`config.mk`:
```
export PLATFORM = sky130hd
export DESIGN_NAME = bgft_cell
export DESIGN_NICKNAME = d
export VERILOG_FILES = /design/src/rtl/bgft_pkg.sv /design/src/rtl/bgft_cell.sv
export SDC_FILE = /design/constraint.sdc
export NUM_CORES = 1
export LEC_CHECK = 0
export BUFFER_PORTS_ARGS = -buffer_cell sky130_fd_sc_hd__buf_2
export CORE_ASPECT_RATIO = 0.8
export CORE_MARGIN = 8
export CORE_UTILIZATION = 30
export CTS_CLUSTER_SIZE = 20
export DETAILED_ROUTE_END_ITERATION = 16
export PLACE_DENSITY = 0.53
export SLEW_MARGIN = 20
export SYNTH_ARGS = -nofsm -noshare
export SYNTH_HDL_FRONTEND = slang
export SYNTH_SLANG_ARGS = --single-unit
```
`constraint.sdc`:
```
create_clock -name i_clk -period 12.6 [get_ports i_clk]
set_clock_uncertainty 0.2 [all_clocks]
set_input_delay 1.26 -clock i_clk [delete_from_list [all_inputs] [get_ports i_clk]]
set_output_delay 1.26 -clock i_clk [all_outputs]
set_load 0.005 [all_outputs]
```
`src/rtl/bgft_pkg.sv`:
```
// Shared constants, lane type and arctangent table for the body/ground frame transform.
package bgft_pkg;

    // Field widths and rotation depth.
    localparam int COORD_WIDTH     = 32;
    localparam int ANGLE_WIDTH     = 16;
    localparam int ROTATION_STAGES = 16;

    // Internal angle is a 32-bit binary angle, 2^31 = pi.
    localparam int ZW        = 32;
    // Rotation vector in Q.30 with headroom for growth and truncation.
    localparam int CS_W      = 34;
    localparam int FRAC      = 30;
    // Point or point-minus-position difference.
    localparam int DIFF_W    = COORD_WIDTH + 1;
    localparam int PROD_W    = DIFF_W + CS_W;
    localparam int ACC_W     = PROD_W + 2;
    localparam int RND_W     = ACC_W - FRAC;
    localparam int TAB_IDX_W = 5;

    // Mode codes.
    localparam logic MODE_B2G = 1'b0;
    localparam logic MODE_G2B = 1'b1;

    // Start magnitude: reciprocal of the infinite-stage rotation gain in Q.30.
    localparam logic signed [CS_W-1:0] GAIN_Q30 = CS_W'(652032874);

    // Data that travels down the rotation chain with each item.
    typedef struct packed {
        logic                           mode;
        logic signed [DIFF_W-1:0]       a;
        logic signed [DIFF_W-1:0]       b;
        logic signed [COORD_WIDTH-1:0]  ox;
        logic signed [COORD_WIDTH-1:0]  oy;
        logic signed [CS_W-1:0]         x;
        logic signed [CS_W-1:0]         y;
        logic        [ZW-1:0]           z;
    } t_lane;

    // Arctangent of 2^-i in 32-bit binary angle units.
    function automatic logic [ZW-1:0] atan_entry(input logic [TAB_IDX_W-1:0] idx);
        logic [ZW-1:0] v;
        unique case (idx)
            5'd0:    v = 32'd536870912;
            5'd1:    v = 32'd316933406;
            5'd2:    v = 32'd167458907;
            5'd3:    v = 32'd85004756;
            5'd4:    v = 32'd42667331;
            5'd5:    v = 32'd21354465;
            5'd6:    v = 32'd10679838;
            5'd7:    v = 32'd5340245;
            5'd8:    v = 32'd2670163;
            5'd9:    v = 32'd1335087;
            5'd10:   v = 32'd667544;
            5'd11:   v = 32'd333772;
            5'd12:   v = 32'd166886;
            5'd13:   v = 32'd83443;
            5'd14:   v = 32'd41722;
            5'd15:   v = 32'd20861;
            5'd16:   v = 32'd10430;
            5'd17:   v = 32'd5215;
            5'd18:   v = 32'd2608;
            5'd19:   v = 32'd1304;
            5'd20:   v = 32'd652;
            5'd21:   v = 32'd326;
            5'd22:   v = 32'd163;
            5'd23:   v = 32'd81;
            default: v = '0;
        endcase
        return v;
    endfunction

endpackage

```
`src/rtl/bgft_cell.sv`:
```
// One rotation cell: a single shift-add micro-rotation, registered, passed to the next cell.
module bgft_cell
    import bgft_pkg::*;
(
    input  logic                  i_clk,
    input  logic                  i_rst_n,
    input  logic [TAB_IDX_W-1:0]  i_stage,
    input  logic                  i_valid,
    input  t_lane                 i_lane,
    output logic                  o_valid,
    output t_lane                 o_lane
);

    logic   r_valid;
    t_lane  r_lane;
    t_lane  n_lane;
    logic signed [CS_W-1:0] xs;
    logic signed [CS_W-1:0] ys;
    logic [ZW-1:0] step_angle;

    assign xs         = $signed(i_lane.x) >>> i_stage;
    assign ys         = $signed(i_lane.y) >>> i_stage;
    assign step_angle = atan_entry(i_stage);

    // Turn toward zero residual; a residual of zero counts as non-negative.
    always_comb begin
        n_lane = i_lane;
        if (!i_lane.z[ZW-1]) begin
            n_lane.x = $signed(i_lane.x) - ys;
            n_lane.y = $signed(i_lane.y) + xs;
            n_lane.z = i_lane.z - step_angle;
        end else begin
            n_lane.x = $signed(i_lane.x) + ys;
            n_lane.y = $signed(i_lane.y) - xs;
            n_lane.z = i_lane.z + step_angle;
        end
    end

    always_ff @(posedge i_clk) begin
        if (!i_rst_n) begin
            r_valid <= 1'b0;
        end else begin
            r_valid <= i_valid;
        end
    end

    always_ff @(posedge i_clk) begin
        r_lane <= n_lane;
    end

    assign o_valid = r_valid;
    assign o_lane  = r_lane;

endmodule

```
==> results.ini, run 1 <==
[synthesis]
synth_edf_count = 0
ys_ff_latch = 232
synth_area_leader_cell = dfxtp_1
synth_area_um2 = 17400
synth_common_cells = 232 x dfxtp_1, 146 x nor2_1, 142 x a21oi_1
ys_seq_area_frac = 0.2669
synth_top_area_share = 0.2669
avgSynthCellArea_um2 = 9.193
yosysUniqueCellTypes = 100
async_flop_share = 0
synthTopCellsByArea = dfxtp_1 27%, mux4_2 7.9%, ha_1 7.5%
synth_fp_nets = 2240
synth.most_common_cell = dfxtp_1
synth_warnings = 0
synthCells = 1893
synthFlopType = dfxtp_1

[timing]
rsz0062_at_grt = false
relSlewSlack = 0.2575
fin_crit_sh = 0.6776
tightest_slew_ns = 1.114
setup_tns_ns = 0
slew_viol_final = 0
fmax_mhz = 117.1
fin_crit_ns = 8.538
finalHoldViolCount = 0
setup_viol = 0

[route]
drtPass1Iterations = 6
wl_met3_um = 7575
wire_per_inst_um = 24.93
wirelength_um = 77240
highest_layer = met5
wl_met1_um = 32480
antenna_left = 0
drc = 0
first_iter_violations = 1866
wl_met2_um = 34710
via_per_inst = 5.585
routed-via-count = 17302

[clock_tree]
numCtsBuffers = 26
cts_tree = yes
ctsLongestPathBuffers = 3
cts-hold-fix-buffers = 0
htree_num_levels = 1
numClockSinks = 232
cts_setup_buffers = 0
cts_root_buffer = clkbuf_16
cts_resized = 0
clk_pin_slew_worst_paths_ns = 0.06

[power_and_ir_drop]
leakage_nw = 9.321
peakVddDrop_v = 0.0001355
power_density_nw_per_um2 = 140.9

[placed_design]
dp_hpwl_um = 60980
gp_congestion = 0.9656
placed_area_um2 = 20270
place.port_buffers = 470

[final_layout]
drive_gt1_frac = 0.2892
nNetsFinal = 2656
fillers = 5932
fin_area_um2 = 21230
seqCellArea_um2 = 4644
area_growth_pct = 21.98
multi_input_area_um2 = 11900

[critical_path]
crit_fanout = 75
slowest_delay_ns = 0.87
cp_cell_sequence = buf_6 > buf_4 > mux4_1 > mux2i_1 > o221ai_1 > nor2_1 > ha_1 > nand3_1 > nor4_2 > nor2b_1 > nor2_1 > xnor2_1 > ha_1 > nand3_1 > or3_1 > a211oi_1 > o21ai_0 > nand4b_1 > a2111oi_0 > o41ai_1 > xnor2_1
slowest_stage = buf_4
endpoint_kind = register
cp.arrival_ns = 8.86
crit_type = in -> reg
crit_path_start_kind = input pin
cp.required_ns = 12.92

[grt]
gr-total-overflow = 0
grt_pass1_wl_um = 112400
antenna_found_initial = 3
grt_usage = 0.2200
grt_max_degree = 76
first_global_vias = 17076

[die]
die_h_um = 231.4
io_pins = 471
die_area_um2 = 66020
die_w_um = 285.3
coreArea_um2 = 57730
rows = 79
start_util = 0.3015

[hold_path]
worstHoldPathType = in -> reg

[run]
cap_viol_max_count = 0

[outcome]
status = finished, final reports clean

==> placed cells by master, fill, tap and decap left out, types with 15 or more instances in the layout <==
cell type  instances
a211oi_1          28
a21o_1            42
a21oi_1          142
a221oi_1          15
a22oi_1           15
a31oi_1           31
and2_1            16
and3_1            17
buf_2            467
buf_4             25
clkbuf_16         26
dfxtp_1          232
ha_1             105
inv_1             57
mux2_2            38
mux2i_1           61
mux4_1            15
mux4_2            61
nand2_1          124
nand2b_1          25
nand3_1           28
nor2_1           145
nor2b_1           23
nor3_1            25
o211ai_1          18
o21a_1            17
o21ai_0           87
o21bai_1          18
o22ai_1           27
xnor2_1          101
xor2_1            67
==> worst max-delay path: cells and delay by family <==
| family | cells | cell delay (ns) |
|---|---|---|
| buffers and inverters | 2 | 1.44 |
| adder cells (fa/ha/maj) | 2 | 0.70 |
| multiplexers | 2 | 1.23 |
| AO/OA/AOI/OAI | 5 | 1.58 |
| AND/OR/NAND/NOR | 8 | 2.24 |
| XOR/XNOR | 2 | 0.31 |
==> through the flow <==
step	power (mW)	hold slack [ns]	utilization	instances	setup slack [ns]
2_1_floorplan	1.685	1.088	-	1893	5.557
3_3_place_gp	2.160	1.163	0.3512	3050	3.556
3_5_place_dp	2.162	1.164	0.3512	3050	3.573
4_1_cts	3.031	0.5160	0.3676	3096	4.199
5_1_grt	3.183	0.5323	0.3677	3097	3.566
6_report	2.991	0.5731	0.3677	3098	4.062
==> cell type report <==
type / count / area share
Multi-Input combinational cell: 1496 / 0.5607
Sequential cell: 232 / 0.2188
Timing Repair Buffer: 493 / 0.1195
Tap cell: 769 / 0.04533
Clock buffer: 33 / 0.03330
Clock inverter: 13 / 0.01149
Inverter: 60 / 0.01061
Antenna cell: 2 / 0.0002358
==> layer usage <==
layer,global-route usage,vias up
met1,0.2892,8282
met2,0.3539,922
li1,-,7953
met3,0.05902,143
met5,0,-
met4,0.06140,2
==> flip-flops by register name, indices dropped and copies added (netlist names) <==
register	cells
o_lane	231
o_valid	1
==> cell families (layout without fill, tap and decap cells) <==
logic type	count (synthesis)	after routing	share of synthesized area
compound gates	562	562	0.2181
xor+xnor	168	168	0.08456
fa+ha+maj	108	108	0.07895
buf+inv	165	599	0.04983
flops	232	232	0.2669
mux	179	179	0.1657
other cells	0	2	0
simple gates	479	479	0.1360
==> power breakdown <==
part / switching (mW) / internal (mW) / leakage [nW]
Combinational: 0.712 / 0.507 / 6.90
Clock: 0.318 / 0.521 / 0.459
Sequential: 0.0368 / 0.897 / 1.96
==> final timing paths <==
| path | start | endpoint | slack [ns] | cells past startpoint |
|---|---|---|---|---|
| worst max-delay path | i_stage[0] | o_lane[65] | 4.06 | 21 |
| worst min-delay path | i_lane[196] | o_lane[196] | 0.57 | 1 |
(Power assumes the default switching activity.)
==> run 2: changes to the inputs <==
--- a/config.mk
+++ b/config.mk
@@ -11,7 +11,7 @@
 export CORE_UTILIZATION = 30
 export CTS_CLUSTER_SIZE = 20
 export DETAILED_ROUTE_END_ITERATION = 16
-export PLACE_DENSITY = 0.53
+export PLACE_DENSITY = 0.54
 export SLEW_MARGIN = 20
 export SYNTH_ARGS = -nofsm -noshare
 export SYNTH_HDL_FRONTEND = slang
==> constraint.sdc (replaced) <==
create_clock -name i_clk -period 7.35 [get_ports i_clk]
set_clock_uncertainty 0.2 [all_clocks]
set_input_delay 0.735 -clock i_clk [delete_from_list [all_inputs] [get_ports i_clk]]
set_output_delay 0.735 -clock i_clk [all_outputs]
set_load 0.005 [all_outputs]
==> results.ini, run 2 (synthesized netlist as in run 1, its figures left out) <==
[grt]
met1_usage = 0.2954  ; +0.006153
gr-total-overflow = 0  ; unchanged
use_met3 = 0.05530  ; -0.003719
grt_usage = 0.2285  ; +0.008447
antenna_found_initial = 3  ; unchanged
grt_pass1_wl_um = 116900  ; +4.0%
first_global_vias = 17903  ; +4.8%
gr-usage-met2 = 0.3722  ; +0.01822
grt_busiest_layer = met2
grt_max_degree = 71  ; -6.6%

[critical_path]
worst_path_most_repeated_cell = buf_4
crit_fanout = 55  ; -27%
slowest_delay_ns = 0.64  ; -0.23 ns
critical_path_depth = 23  ; +9.5%
cp.arrival_ns = 6.87  ; -1.99 ns
cp.required_ns = 7.63  ; -5.29 ns
path_buf_inv = 5  ; +3
crit_type = in -> reg
cp_cell_sequence = buf_6 > buf_4 > mux4_1 > o22ai_1 > o221ai_1 > a2111oi_2 > nand3_2 > nor4_2 > buf_4 > nand3b_1 > o21ai_1 > xnor2_1 > ha_1 > and3_1 > and3_1 > and3_1 > buf_4 > o21ai_0 > nand4b_1 > a2111oi_0 > buf_4 > o41ai_1 > xnor2_1
endpoint_kind = register
cp_top_family = compound AO/OA/AOI/OAI gates
slowest_stage = mux4_1
crit_path_start_kind = input pin

[power_and_ir_drop]
p_clk_frac = 0.276  ; -0.004
power_density_nw_per_um2 = 236.8  ; +68%
totalPowerFinal_mw = 5.254  ; +76%
peakVddDrop_v = 0.0001907  ; +41%
leakage_nw = 9.900  ; +6.2%
p_sw_mw = 1.890  ; +77%
swShare = 0.3596  ; +0.002975
power_frac_comb = 0.418  ; +0.011
pwr-share-seq = 0.305  ; -0.007
intPower_mw = 3.364  ; +75%

[route]
routed-via-count = 17810  ; +2.9%
first_iter_violations = 1587  ; -15%
drc = 0  ; unchanged
wire_per_inst_um = 24.91  ; about the same
via_per_inst = 5.529  ; -0.99%
wirelength_um = 80230  ; +3.9%
drtPass1Iterations = 6  ; unchanged
antenna_left = 0  ; unchanged

[timing]
fin_crit_sh = 0.8965
fin_crit_ns = 6.589
setup_tns_ns = 0  ; unchanged
slew_viol_final = 0  ; unchanged
setup_viol = 0  ; unchanged
rsz0062_at_grt = false
relSlewSlack = 0.2424  ; -0.01511
finalHoldViolCount = 0  ; unchanged
fmax_mhz = 151.8
tightest_slew_ns = 1.134  ; +0.02033 ns

[clock_tree]
htree_num_levels = 1  ; unchanged
ctsLongestPathBuffers = 3  ; unchanged
numClockSinks = 232  ; unchanged
numCtsBuffers = 27  ; +3.8%
clk_pin_slew_worst_paths_ns = 0.06  ; about the same
cts_root_buffer = clkbuf_16
cts_tree = yes
cts_resized = 0  ; unchanged

[hold_path]
worstHoldPathType = in -> reg
hold_depth = 1  ; unchanged

[die]
start_util = 0.3015  ; unchanged
coreArea_um2 = 57730  ; unchanged
die_area_um2 = 66020  ; unchanged
rows = 79  ; unchanged
die_w_um = 285.3  ; unchanged
die_h_um = 231.4  ; unchanged
io_pins = 471  ; unchanged

[final_layout]
multi_input_area_um2 = 11910  ; about the same
drive_gt1_frac = 0.3205  ; +0.03133
final_cells = 3221  ; +4.0%
fillers = 5960  ; +0.47%
largest_reg_flops = 231  ; unchanged
fin_util = 0.3844  ; +0.01671
nNetsFinal = 2776  ; +4.5%
final_common_cell = buf_2
seqCellArea_um2 = 4644  ; unchanged
area_growth_pct = 27.52
final_cell_mix = 467 x buf_2, 232 x dfxtp_1, 146 x nor2_1

[placed_design]
gp_congestion = 0.9833  ; +1.8%
dp_hpwl_um = 64030  ; +5.0%
place.port_buffers = 470  ; unchanged
dp_cells = 3158  ; +3.5%

[outcome]
status = finished, final reports clean

[run]
cap_viol_max_count = 0  ; unchanged

run 2: layout make-up:
| type | instances | share of cell area |
|---|---|---|
| Multi-Input combinational cell | 1496 | 0.5366 |
| Sequential cell | 232 | 0.2093 |
| Timing Repair Buffer | 612 | 0.1569 |
| Tap cell | 769 | 0.04336 |
| Clock buffer | 34 | 0.03343 |
| Inverter | 60 | 0.01015 |
| Clock inverter | 15 | 0.009867 |
| Antenna cell | 3 | 0.0003383 |
run 2: per-stage QoR:
step,hold slack [ns],area [um2],setup slack (ns)
6_report,0.04661,22190,0.7608
5_1_grt,0.006413,22190,0.2131
4_1_cts,0.0003423,22180,0.8186
3_5_place_dp,0.6386,21110,0.1766
3_3_place_gp,0.6370,21110,0.3008
2_1_floorplan,0.5627,17400,0.8320
run 2: metal layers:
metal,vias up,share of wire
met1,8563,0.41
met3,146,0.093
li1,8193,-
met2,906,0.46
met5,-,0.00016
met4,2,0.035
run 2: power by group through the flow:
stage	sequential [mW]	combinational, mW	clock (mW)
2_1_floorplan	1.67	1.21	0
3_3_place_gp	1.63	2.18	0
3_5_place_dp	1.63	2.18	0
4_1_cts	1.61	2.20	1.51
5_1_grt	1.63	2.39	1.56
6_report	1.60	2.20	1.45
run 2: what timing repair did:
item / CTS / global route
buffers inserted: 0 / 0
endpoints found under the hold margin: 11 / 0
hold buffers: 11 / 0
run 2: path summary, 6_finish.rpt:
kind / from / endpoint
setup / recovery: i_stage[0] / o_lane[65]
hold / removal: i_lane[169] / o_lane[169]
