[config.mk]
export PLATFORM = sky130hd
export DESIGN_NAME = bgft_entry
export DESIGN_NICKNAME = d
export VERILOG_FILES = /design/src/rtl/bgft_pkg.sv /design/src/rtl/bgft_entry.sv
export SDC_FILE = /design/constraint.sdc
export NUM_CORES = 1
export LEC_CHECK = 0
export BUFFER_PORTS_ARGS = -buffer_cell sky130_fd_sc_hd__buf_2
export CAP_MARGIN = 10
export CORE_AREA = 2 2 148 150
export DETAILED_ROUTE_END_ITERATION = 12
export DIE_AREA = 0 0 150 152
export HOLD_SLACK_MARGIN = 0.03
export PLACE_DENSITY = 0.81
export SLEW_MARGIN = 20
export SYNTH_ARGS = -nofsm -noshare
export SYNTH_HDL_FRONTEND = slang
export SYNTH_SLANG_ARGS = --single-unit
export TNS_END_PERCENT = 100
[constraint.sdc]
create_clock -name i_clk -period 2.7 [get_ports i_clk]
set_clock_uncertainty 0.05 [all_clocks]
set_input_delay 0.54 -clock i_clk [delete_from_list [all_inputs] [get_ports i_clk]]
set_output_delay 0.54 -clock i_clk [all_outputs]
set_load 0.02 [all_outputs]
[src/rtl/bgft_pkg.sv]
// Shared constants, lane type and arctangent table for the body/ground frame transform.
package bgft_pkg;

    // Field widths and rotation depth.
    localparam int COORD_WIDTH     = 32;
    localparam int ANGLE_WIDTH     = 16;
    localparam int ROTATION_STAGES = 16;

    // Internal angle is a 32-bit binary angle, 2^31 = pi.
    localparam int ZW        = 32;
    // Rotation vector in Q.30 with headroom for growth and truncation.
    localparam int CS_W      = 34;
    localparam int FRAC      = 30;
    // Point or point-minus-position difference.
    localparam int DIFF_W    = COORD_WIDTH + 1;
    localparam int PROD_W    = DIFF_W + CS_W;
    localparam int ACC_W     = PROD_W + 2;
    localparam int RND_W     = ACC_W - FRAC;
    localparam int TAB_IDX_W = 5;

    // Mode codes.
    localparam logic MODE_B2G = 1'b0;
    localparam logic MODE_G2B = 1'b1;

    // Start magnitude: reciprocal of the infinite-stage rotation gain in Q.30.
    localparam logic signed [CS_W-1:0] GAIN_Q30 = CS_W'(652032874);

    // Data that travels down the rotation chain with each item.
    typedef struct packed {
        logic                           mode;
        logic signed [DIFF_W-1:0]       a;
        logic signed [DIFF_W-1:0]       b;
        logic signed [COORD_WIDTH-1:0]  ox;
        logic signed [COORD_WIDTH-1:0]  oy;
        logic signed [CS_W-1:0]         x;
        logic signed [CS_W-1:0]         y;
        logic        [ZW-1:0]           z;
    } t_lane;

    // Arctangent of 2^-i in 32-bit binary angle units.
    function automatic logic [ZW-1:0] atan_entry(input logic [TAB_IDX_W-1:0] idx);
        logic [ZW-1:0] v;
        unique case (idx)
            5'd0:    v = 32'd536870912;
            5'd1:    v = 32'd316933406;
            5'd2:    v = 32'd167458907;
            5'd3:    v = 32'd85004756;
            5'd4:    v = 32'd42667331;
            5'd5:    v = 32'd21354465;
            5'd6:    v = 32'd10679838;
            5'd7:    v = 32'd5340245;
            5'd8:    v = 32'd2670163;
            5'd9:    v = 32'd1335087;
            5'd10:   v = 32'd667544;
            5'd11:   v = 32'd333772;
            5'd12:   v = 32'd166886;
            5'd13:   v = 32'd83443;
            5'd14:   v = 32'd41722;
            5'd15:   v = 32'd20861;
            5'd16:   v = 32'd10430;
            5'd17:   v = 32'd5215;
            5'd18:   v = 32'd2608;
            5'd19:   v = 32'd1304;
            5'd20:   v = 32'd652;
            5'd21:   v = 32'd326;
            5'd22:   v = 32'd163;
            5'd23:   v = 32'd81;
            default: v = '0;
        endcase
        return v;
    endfunction

endpackage

[src/rtl/bgft_entry.sv]
// Input stage: forms the operands, the offsets and the rotation start vector.
module bgft_entry
    import bgft_pkg::*;
(
    input  logic                           i_clk,
    input  logic                           i_rst_n,
    input  logic                           i_take,
    input  logic                           i_mode,
    input  logic signed [COORD_WIDTH-1:0]  i_point_x,
    input  logic signed [COORD_WIDTH-1:0]  i_point_y,
    input  logic signed [COORD_WIDTH-1:0]  i_pos_x,
    input  logic signed [COORD_WIDTH-1:0]  i_pos_y,
    input  logic signed [ANGLE_WIDTH-1:0]  i_heading,
    output logic                           o_valid,
    output t_lane                          o_lane
);

    logic   r_valid;
    t_lane  r_lane;
    t_lane  n_lane;
    logic [ZW-1:0] z_wide;

    // Widen the heading so that the full range spans minus pi to pi.
    assign z_wide = {i_heading, {(ZW - ANGLE_WIDTH){1'b0}}};

    // Ground to body works on the difference; body to ground adds the position at the end.
    always_comb begin
        n_lane.mode = i_mode;
        if (i_mode == MODE_G2B) begin
            n_lane.a  = DIFF_W'(i_point_x) - DIFF_W'(i_pos_x);
            n_lane.b  = DIFF_W'(i_point_y) - DIFF_W'(i_pos_y);
            n_lane.ox = '0;
            n_lane.oy = '0;
        end else begin
            n_lane.a  = DIFF_W'(i_point_x);
            n_lane.b  = DIFF_W'(i_point_y);
            n_lane.ox = i_pos_x;
            n_lane.oy = i_pos_y;
        end
        // Angles of pi/2 or more, or below minus pi/2, are folded by pi with a negated start vector.
        n_lane.y = '0;
        if (z_wide[ZW-1] ^ z_wide[ZW-2]) begin
            n_lane.z = {~z_wide[ZW-1], z_wide[ZW-2:0]};
            n_lane.x = -GAIN_Q30;
        end else begin
            n_lane.z = z_wide;
            n_lane.x = GAIN_Q30;
        end
    end

    // Valid flag is control; the lane data needs no reset.
    always_ff @(posedge i_clk) begin
        if (!i_rst_n) begin
            r_valid <= 1'b0;
        end else begin
            r_valid <= i_take;
        end
    end

    always_ff @(posedge i_clk) begin
        r_lane <= n_lane;
    end

    assign o_valid = r_valid;
    assign o_lane  = r_lane;

endmodule

==> flow_summary.yaml, run 1 <==
worst_setup_path:
  cp_max_fo: 4
  startpoint_type: "primary input"
  criticalPathCategory: "primary input to register"
  worstPathRequired_ps: 3010
  worst_ep_arrival_time_ps: 2880
  end_kind: "register"
synthesis:
  synthAdderAreaFrac_pct: 9.89
  yosys_register_bits: 150
  synth_area_um2: 8510
  syn_inst: 973
  synthSimpleGateAreaFrac_pct: 12.9
  yosysTopAreaCellShare_pct: 35.3
  synth-xor-area-share_pct: 5.25
  yosys-top-cells-area: "dfxtp_1, ha_1, buf_4"
  synth-compound-area-share_pct: 17.5
  synth_cell_types: 72
  ys_warn_count: 0
  ys_async_sr_fraction_pct: 0
  synthFlopType: "dfxtp_1"
  yosysSeqAreaShare_pct: 35.3
  synth_top_family_by_area: "compound AO/OA/AOI/OAI gates"
  syn_area_per_cell_um2: 8.74
  synth_edf_count: 0
  yosysTopAreaCell: "dfxtp_1"
  synth_mux_area_share_pct: 6.37
sta:
  finalSetupTns_ps: 0
  setup_viol: 0
  hold_viol: 0
  worst-slew-pin-transition_ps: 637
  fin_crit_ps: 2570
  rsz0062_at_grt: "yes"
  fin_crit_sh_pct: 95.3
  timing.fmax_mhz: 389
  relSlewSlack_pct: 57.5
  drv_slew: 0
  fin_hold_ws_ps: 168
placed_design:
  gp_congestion: 0.868
  port_buffers: 327
  dp_hpwl_mm: 19.3
clock_network:
  cts_tree: "built"
  clock_sinks: 150
  path_clk_slew_ps: 70
  clock_path_buffers: 2
  clock-root-buffer: "clkbuf_16"
  cts_made_buffers: 17
  holdBufCountCts: 0
  cts.repair.resized: 0
  cts_max_level: 4
  cts_setup_buffers: 0
routing:
  drt-pass1-iter-count: 5
  wl_per_cell_um: 14.8
  routed_wirelength_mm: 24.3
  drc: 0
  num_vias: 7940
  drt_iter0_drc: 400
  viasPerCell: 4.82
  ant_nets: 0
pwr:
  leakage_nw: 5.94
  power_density_nw_per_um2: 624
  vdd_ir_drop_max_mv: 0.371
global_routing:
  grt_max_degree: 137
  grt_use_total_pct: 20.8
  antenna_found_initial: 1
  grt_pass1_wl_mm: 38.0
  overflow: 0
  first_global_vias: 7820
layout:
  n_antenna_cell: 0
  areaGrowthSynthToFinish_pct: 33.5
  drive_gt1_share_pct: 40.1
  nets: 1567
  final_cell_mix: "buf_2, dfxtp_1, buf_4"
  final_common_cell: "buf_2"
floorplanning:
  dieArea_um2: 22800
  rows: 54
  die_x_um: 150
  initial_utilization_pct: 39.8
  pin_count: 380
  core-area_um2: 21400
  die_height_um: 152
min_path:
  hold_path_class: "primary input to register"
outcome:
  outcome: "finished clean"
flow_run:
  cap_violations: 0
## power breakdown
group | switching (mW) | internal [mW] | total [mW]
Combinational | 1.28 | 0.914 | 2.20
Sequential | 0.0686 | 2.44 | 2.51
Clock | 1.06 | 1.32 | 2.38
## cell usage after synthesis, types with 13 or more instances
| master | count |
|---|---|
| nand2_1 | 65 |
| clkbuf_1 | 27 |
| buf_4 | 82 |
| dfxtp_1 | 150 |
| a21oi_1 | 68 |
| ha_1 | 64 |
| xnor2_1 | 28 |
| o21ai_0 | 22 |
| nand3_1 | 13 |
| xor2_1 | 23 |
| mux2_2 | 45 |
| a21o_1 | 32 |
| o21ai_1 | 16 |
| inv_1 | 82 |
| nor2_1 | 102 |
## worst max-delay path, cell delays in order
cell	delay, ps
buf_2	90
inv_1	40
ha_1	230
fa_2	350
nand2b_4	150
a21oi_2	180
o21ai_2	100
o21ai_2	200
a31oi_2	140
o21a_1	270
or4_1	480
nand3_1	100
## layout make-up
class / instances / area [µm²]
multi-input cells: 671 / 4670
repair buffers: 431 / 2430
inverters: 82 / 315
flip-flops and latches: 150 / 3000
clock buffers: 18 / 439
clock inverters: 14 / 139
fillers: 1969 / 10000
well taps: 280 / 350
## logic make-up (layout without fill, tap and decap cells)
kind of cell	Yosys count	count (layout)
and+or+nand+nor	237	237
DFF	150	150
AOI/OAI and AO/OA	217	217
other	2	52
muxes	48	48
adders and majority gates	66	66
xor gates and xnor gates	51	51
buffers and inverters	202	545
## routing by layer
layer	vias to the layer above	global-route usage (%)	wire, µm
met4	2	6.92	531
met5	-	0	13
li1	3940	-	-
met1	3596	24.0	9930
met3	41	5.14	1870
met2	361	37.2	12000
## registers in the layout, summed over array words and instances, names as in the netlist
name	count
o_lane	149
o_valid	1
## per-stage QoR
step	utilization (%)	instance area, µm²	total power [mW]	setup slack (ps)	std cells
after floorplan	-	8740	4.03	-21.5	1023
after global placement	50.4	10800	4.69	-263	1614
after detailed placement	50.4	10800	4.73	-316	1614
after CTS	53.1	11300	7.13	120	1646
after global routing	53.2	11400	7.44	-2.44	1646
final	53.2	11400	7.08	128	1646
## worst paths after layout
kind	startpoint	to	cells past startpoint
setup / recovery	i_point_y[0]	o_lane[192]	12
hold / removal	i_heading[6]	o_lane[22]	1
Note: power is estimated with default switching activity, not from simulation.
==> run 2, diff against run 1 <==
--- a/config.mk
+++ b/config.mk
@@ -12,6 +12,7 @@
 export DIE_AREA = 0 0 150 152
 export HOLD_SLACK_MARGIN = 0.03
 export PLACE_DENSITY = 0.81
+export REMOVE_ABC_BUFFERS = 1
 export SLEW_MARGIN = 20
 export SYNTH_ARGS = -nofsm -noshare
 export SYNTH_HDL_FRONTEND = slang
==> run 2 against run 1 <==
  * Wire length is 1.7% lower
  * Critical path type unchanged
  * Worst hold slack lost 7.6 ps
  * Via count up 0.86%
  * Global-route usage decreased by 0.53 points
==> flow_summary.yaml, run 2 (same netlist as run 1, synthesis figures left out) <==
outcome:
  outcome: "finished clean"
routing:
  drt_iter0_drc: 438
  ant_nets: 0
  routed_wirelength_mm: 23.9
  wl_per_cell_um: 14.6
  drt-pass1-iter-count: 5
  viasPerCell: 4.88
  drc: 0
  num_vias: 8008
worst_setup_path:
  worst_ep_arrival_time_ps: 2860
  crit_start: "i_pos_x[4]"
  startpoint_type: "primary input"
  criticalPathCategory: "primary input to register"
  slowest_delay_ps: 490
  worstPathRequired_ps: 2970
  critPathSlowestCell: "a221oi_2"
  end_kind: "register"
  crit_family: "compound AO/OA/AOI/OAI gates"
  crit_top_cell: "buf_4"
  path_buf_inv: 4
  crit_chain: "buf_2, inv_1, ha_1, a21oi_1, buf_4, buf_4, nand2_1, a221oi_2, o41ai_2, a31oi_2, xnor2_1, mux2_2"
  cp_max_fo: 4
placed_design:
  dp.cells: 1610
  dp_hpwl_mm: 18.7
  port_buffers: 327
  gp_congestion: 0.864
layout:
  nets: 1563
  fillers: 1931
  largest_reg_flops: 149
  fin_cells: 1642
  drive_gt1_share_pct: 39.3
  final_cell_mix: "buf_2, dfxtp_1, nor2_1"
  areaGrowthSynthToFinish_pct: 32.8
  final_common_cell: "buf_2"
sta:
  finalSetupTns_ps: 0
  fin_crit_sh_pct: 96.1
  relSlewSlack_pct: 64.1
  setup_viol: 0
  drv_slew: 0
  timing.fmax_mhz: 386
  rsz0062_at_grt: "no"
  hold_viol: 0
  worst-slew-pin-transition_ps: 539
  fin_crit_ps: 2590
clock_network:
  cts.repair.resized: 0
  cts_tree: "built"
  cts_made_buffers: 17
  clock_sinks: 150
  clock_path_buffers: 2
  path_clk_slew_ps: 70
  cts_max_level: 4
  cts_setup_buffers: 0
  clock-root-buffer: "clkbuf_16"
  holdBufCountCts: 0
min_path:
  hold_path_depth: 1
  holdPathEnd: "o_lane[27]"
  hold_path_class: "primary input to register"
  min_from: "i_heading[11]"
global_routing:
  grt_max_degree: 106
  overflow: 0
  antenna_found_initial: 2
  grt_pass1_wl_mm: 37.2
  grt_use_total_pct: 20.3
  first_global_vias: 7694
floorplanning:
  die_x_um: 150
  dieArea_um2: 22800
  rows: 54
  initial_utilization_pct: 39.8
  pin_count: 380
  core-area_um2: 21400
  die_height_um: 152
flow_run:
  cap_violations: 0
pwr:
  power_switching_mw: 2.36
  p_int_mw: 4.74
  p_total_mw: 7.09
  p_comb_share_pct: 30.7
  switching_share_pct: 33.2
  p_seq_share_pct: 35.3
  clkPwrFrac_pct: 34.0
  vdd_ir_drop_max_mv: 0.379
  power_density_nw_per_um2: 628
  leakage_nw: 5.92
==> run 2: cell count changes in the layout (fill, tap and decap cells not counted), sizes merged <==
cell	previous run	this run
buf	431	427
diode	0	1
clkinvlp	4	3
inv	89	87
bufinv	1	2
clkinv	2	3
==> run 2: how the worst max path moves through the flow <==
stage / to / slack (ps) / cells after the start
floorplan: o_lane[69] / -350 / 0
global placement: o_lane[227] / -390 / 12
detailed placement: o_lane[227] / -420 / 12
CTS: o_lane[227] / 10 / 12
global route: o_lane[193] / 30 / 11
finish: o_lane[221] / 110 / 12
==> run 2: cell type report <==
cell class / count / area (µm²) / area share (%)
Antenna cell: 1 / 2.50 / 0.0222
Clock buffer: 18 / 439 / 3.89
Clock inverter: 13 / 145 / 1.28
Inverter: 82 / 308 / 2.72
Multi-Input combinational cell: 671 / 4650 / 41.1
Sequential cell: 150 / 3000 / 26.6
Tap cell: 280 / 350 / 3.10
Timing Repair Buffer: 427 / 2400 / 21.3
==> run 2: per-layer routing <==
layer  vias up  global-route usage, %  wire [µm]
met5         -                      0         16
met4         2                   6.56        491
met3        44                   4.74       1680
met2       335                   35.7      11800
met1      3686                   24.1       9940
li1       3941                      -          -
==> run 2: power by group through the flow <==
stage	clock network (mW)	logic, mW	registers, mW
2_1_floorplan	0	0.961	2.91
3_3_place_gp	0	2.10	2.55
3_5_place_dp	0	2.14	2.55
4_1_cts	2.47	2.16	2.51
5_1_grt	2.55	2.36	2.53
6_report	2.41	2.18	2.50
==> run 2: metrics by stage <==
step	hold WS [ps]	setup WS, ps	utilization [%]	cell area (µm²)
after floorplan	518	-345	-	7920
after global placement	592	-390	50.0	10700
final	161	106	52.9	11300
after detailed placement	594	-421	50.0	10700
after CTS	144	11.1	52.7	11300
after global routing	143	31.5	52.9	11300
==> run 3, diff against run 2 <==
==> constraint.sdc (replaced) <==
create_clock -name i_clk -period 2.7 [get_ports i_clk]
set_clock_uncertainty 0.05 [all_clocks]
set_input_delay 0.135 -clock i_clk [delete_from_list [all_inputs] [get_ports i_clk]]
set_output_delay 0.135 -clock i_clk [all_outputs]
set_load 0.02 [all_outputs]
==> run 3 against run 2 <==
  * The flow now finishes with violations (negative setup slack)
  * Sequential cell count did not move
  * Count of clock-buffer cells in the layout grew 1
  * First-iteration DRC count is 17% higher
  * Global-route usage increased by 3.4 points
  * Power rose by 6.5%
  * Core utilization grew 5.5 points
  * Non-clock buffer count grew 65
==> flow_summary.yaml, run 3 (same netlist as run 1, synthesis figures left out) <==
outcome:
  outcome: "finished, violations left"
  violations: "negative setup slack"
sta:
  rsz0062_at_grt: "yes"
  worst-slew-pin-transition_ps: 947
  fin_hold_ws_ps: 77.2
  fin_crit_ps: 2710
  drv_slew: 0
  setup_ws_ps: -11.2
  timing.fmax_mhz: 369
  relSlewSlack_pct: 36.8
  fin_crit_sh_pct: 100
  setup_viol: 1
  hold_viol: 0
global_routing:
  grt_pass1_wl_mm: 43.1
  antenna_found_initial: 2
  grt_use_total_pct: 23.6
  grt_max_degree: 137
  first_global_vias: 8665
  overflow: 0
routing:
  drc: 0
  dr_wl_met3_mm: 2.21
  drt-pass1-iter-count: 5
  wl_met1_mm: 10.8
  wl_per_cell_um: 16.9
  drt_iter0_drc: 514
  wl_met2_mm: 14.3
  num_vias: 8777
  dr.max_layer_used: "met4"
  routed_wirelength_mm: 28.8
  ant_nets: 0
  viasPerCell: 5.13
layout:
  areaGrowthSynthToFinish_pct: 46.7
  final_cell_mix: "buf_2, dfxtp_1, dlygate4sd3_1"
  largest_reg_flops: 149
  drive_gt1_share_pct: 33.5
  final_common_cell: "buf_2"
  nets: 1628
  final_core_util_pct: 58.4
placed_design:
  gp_congestion: 0.852
  port_buffers: 327
  dp_hpwl_mm: 18.1
floorplanning:
  pin_count: 380
  core-area_um2: 21400
  die_x_um: 150
  die_height_um: 152
  dieArea_um2: 22800
  initial_utilization_pct: 39.8
  rows: 54
clock_network:
  cts_tree: "built"
  clock_path_buffers: 2
  clock_sinks: 150
  cts_made_buffers: 17
  path_clk_slew_ps: 70
  clock-root-buffer: "clkbuf_16"
  cts_max_level: 4
worst_setup_path:
  end_kind: "register"
  cp_max_fo: 6
  startpoint_type: "primary input"
  worst_ep_arrival_time_ps: 2970
  worstPathRequired_ps: 2960
  criticalPathCategory: "primary input to register"
min_path:
  hold_path_class: "primary input to register"
pwr:
  vdd_ir_drop_max_mv: 0.375
  leakage_nw: 6.25
  power_density_nw_per_um2: 605
flow_run:
  cap_violations: 0
-- run 3: changes by cell type in the layout (fill, tap and decap cells not counted), sizes merged, moves of 2 or more --
cell | previous run | this run
diode | 1 | 3
dlygate4sd3 | 0 | 146
dlymetal6s4s | 0 | 2
buf | 427 | 344
bufinv | 2 | 5
-- run 3: path summary, 6_finish.rpt --
| kind | endpoint | startpoint | cells after the start | slack [ps] |
|---|---|---|---|---|
| hold / removal | o_lane[101] | i_pos_y[1] | 3 | 80 |
| setup / recovery | o_lane[214] | i_point_x[14] | 12 | -10 |
-- run 3: layout make-up --
| type | count | area (µm²) |
|---|---|---|
| timing repair buffer | 492 | 3270 |
| clock buffer | 19 | 443 |
| inverter | 82 | 308 |
| multi-input combinational | 671 | 4880 |
| antenna | 3 | 7.51 |
| clock inverter | 13 | 216 |
| fill | 1669 | 8870 |
| sequential | 150 | 3000 |
| tap | 280 | 350 |
-- run 3: metrics by stage --
stage	worst slack [ps]	setup TNS (ps)	instance area, µm²	cells	power, mW
floorplan	59.9	0	7920	903	3.87
global placement	38.0	0	10000	1525	4.50
detailed placement	-4.62	-4.62	10000	1525	4.54
CTS	18.5	0	12200	1705	7.44
global route	-65.2	-260	12500	1709	7.88
finish	-11.2	-11.2	12500	1710	7.55
-- run 3: per-layer routing --
layer  up-vias  track usage [%]
li1       4071                -
met1      4048             26.5
met2       532             41.3
met3       126             5.11
met4         0             12.7
met5         -                0
-- run 3: what timing repair did --
action / 4_1_cts / 5_1_grt
setup endpoints to repair: 0 / 28
hold buffers: 148 / 0
hold endpoints to repair: 148 / 0
buffers inserted: 0 / 4
resized for setup: 0 / 49
-- run 3: worst max-delay path, stage by stage --
cell and delay (ps):
dlygate4sd3_1 540, buf_2 130, ha_1 410, a21o_1 240, nand2b_1 140, a31oi_1 300
a211oi_2 160, buf_4 170, o21ai_2 160, nand2b_1 140, xor2_1 170, mux2_2 270
-- run 3: report_power, final --
| part | internal [mW] | switching (mW) | leakage (nW) |
|---|---|---|---|
| combinational | 0.965 | 1.38 | 4.67 |
| sequential | 2.44 | 0.0724 | 1.26 |
| clock | 1.68 | 1.02 | 0.317 |
| total | 5.09 | 2.47 | 6.25 |
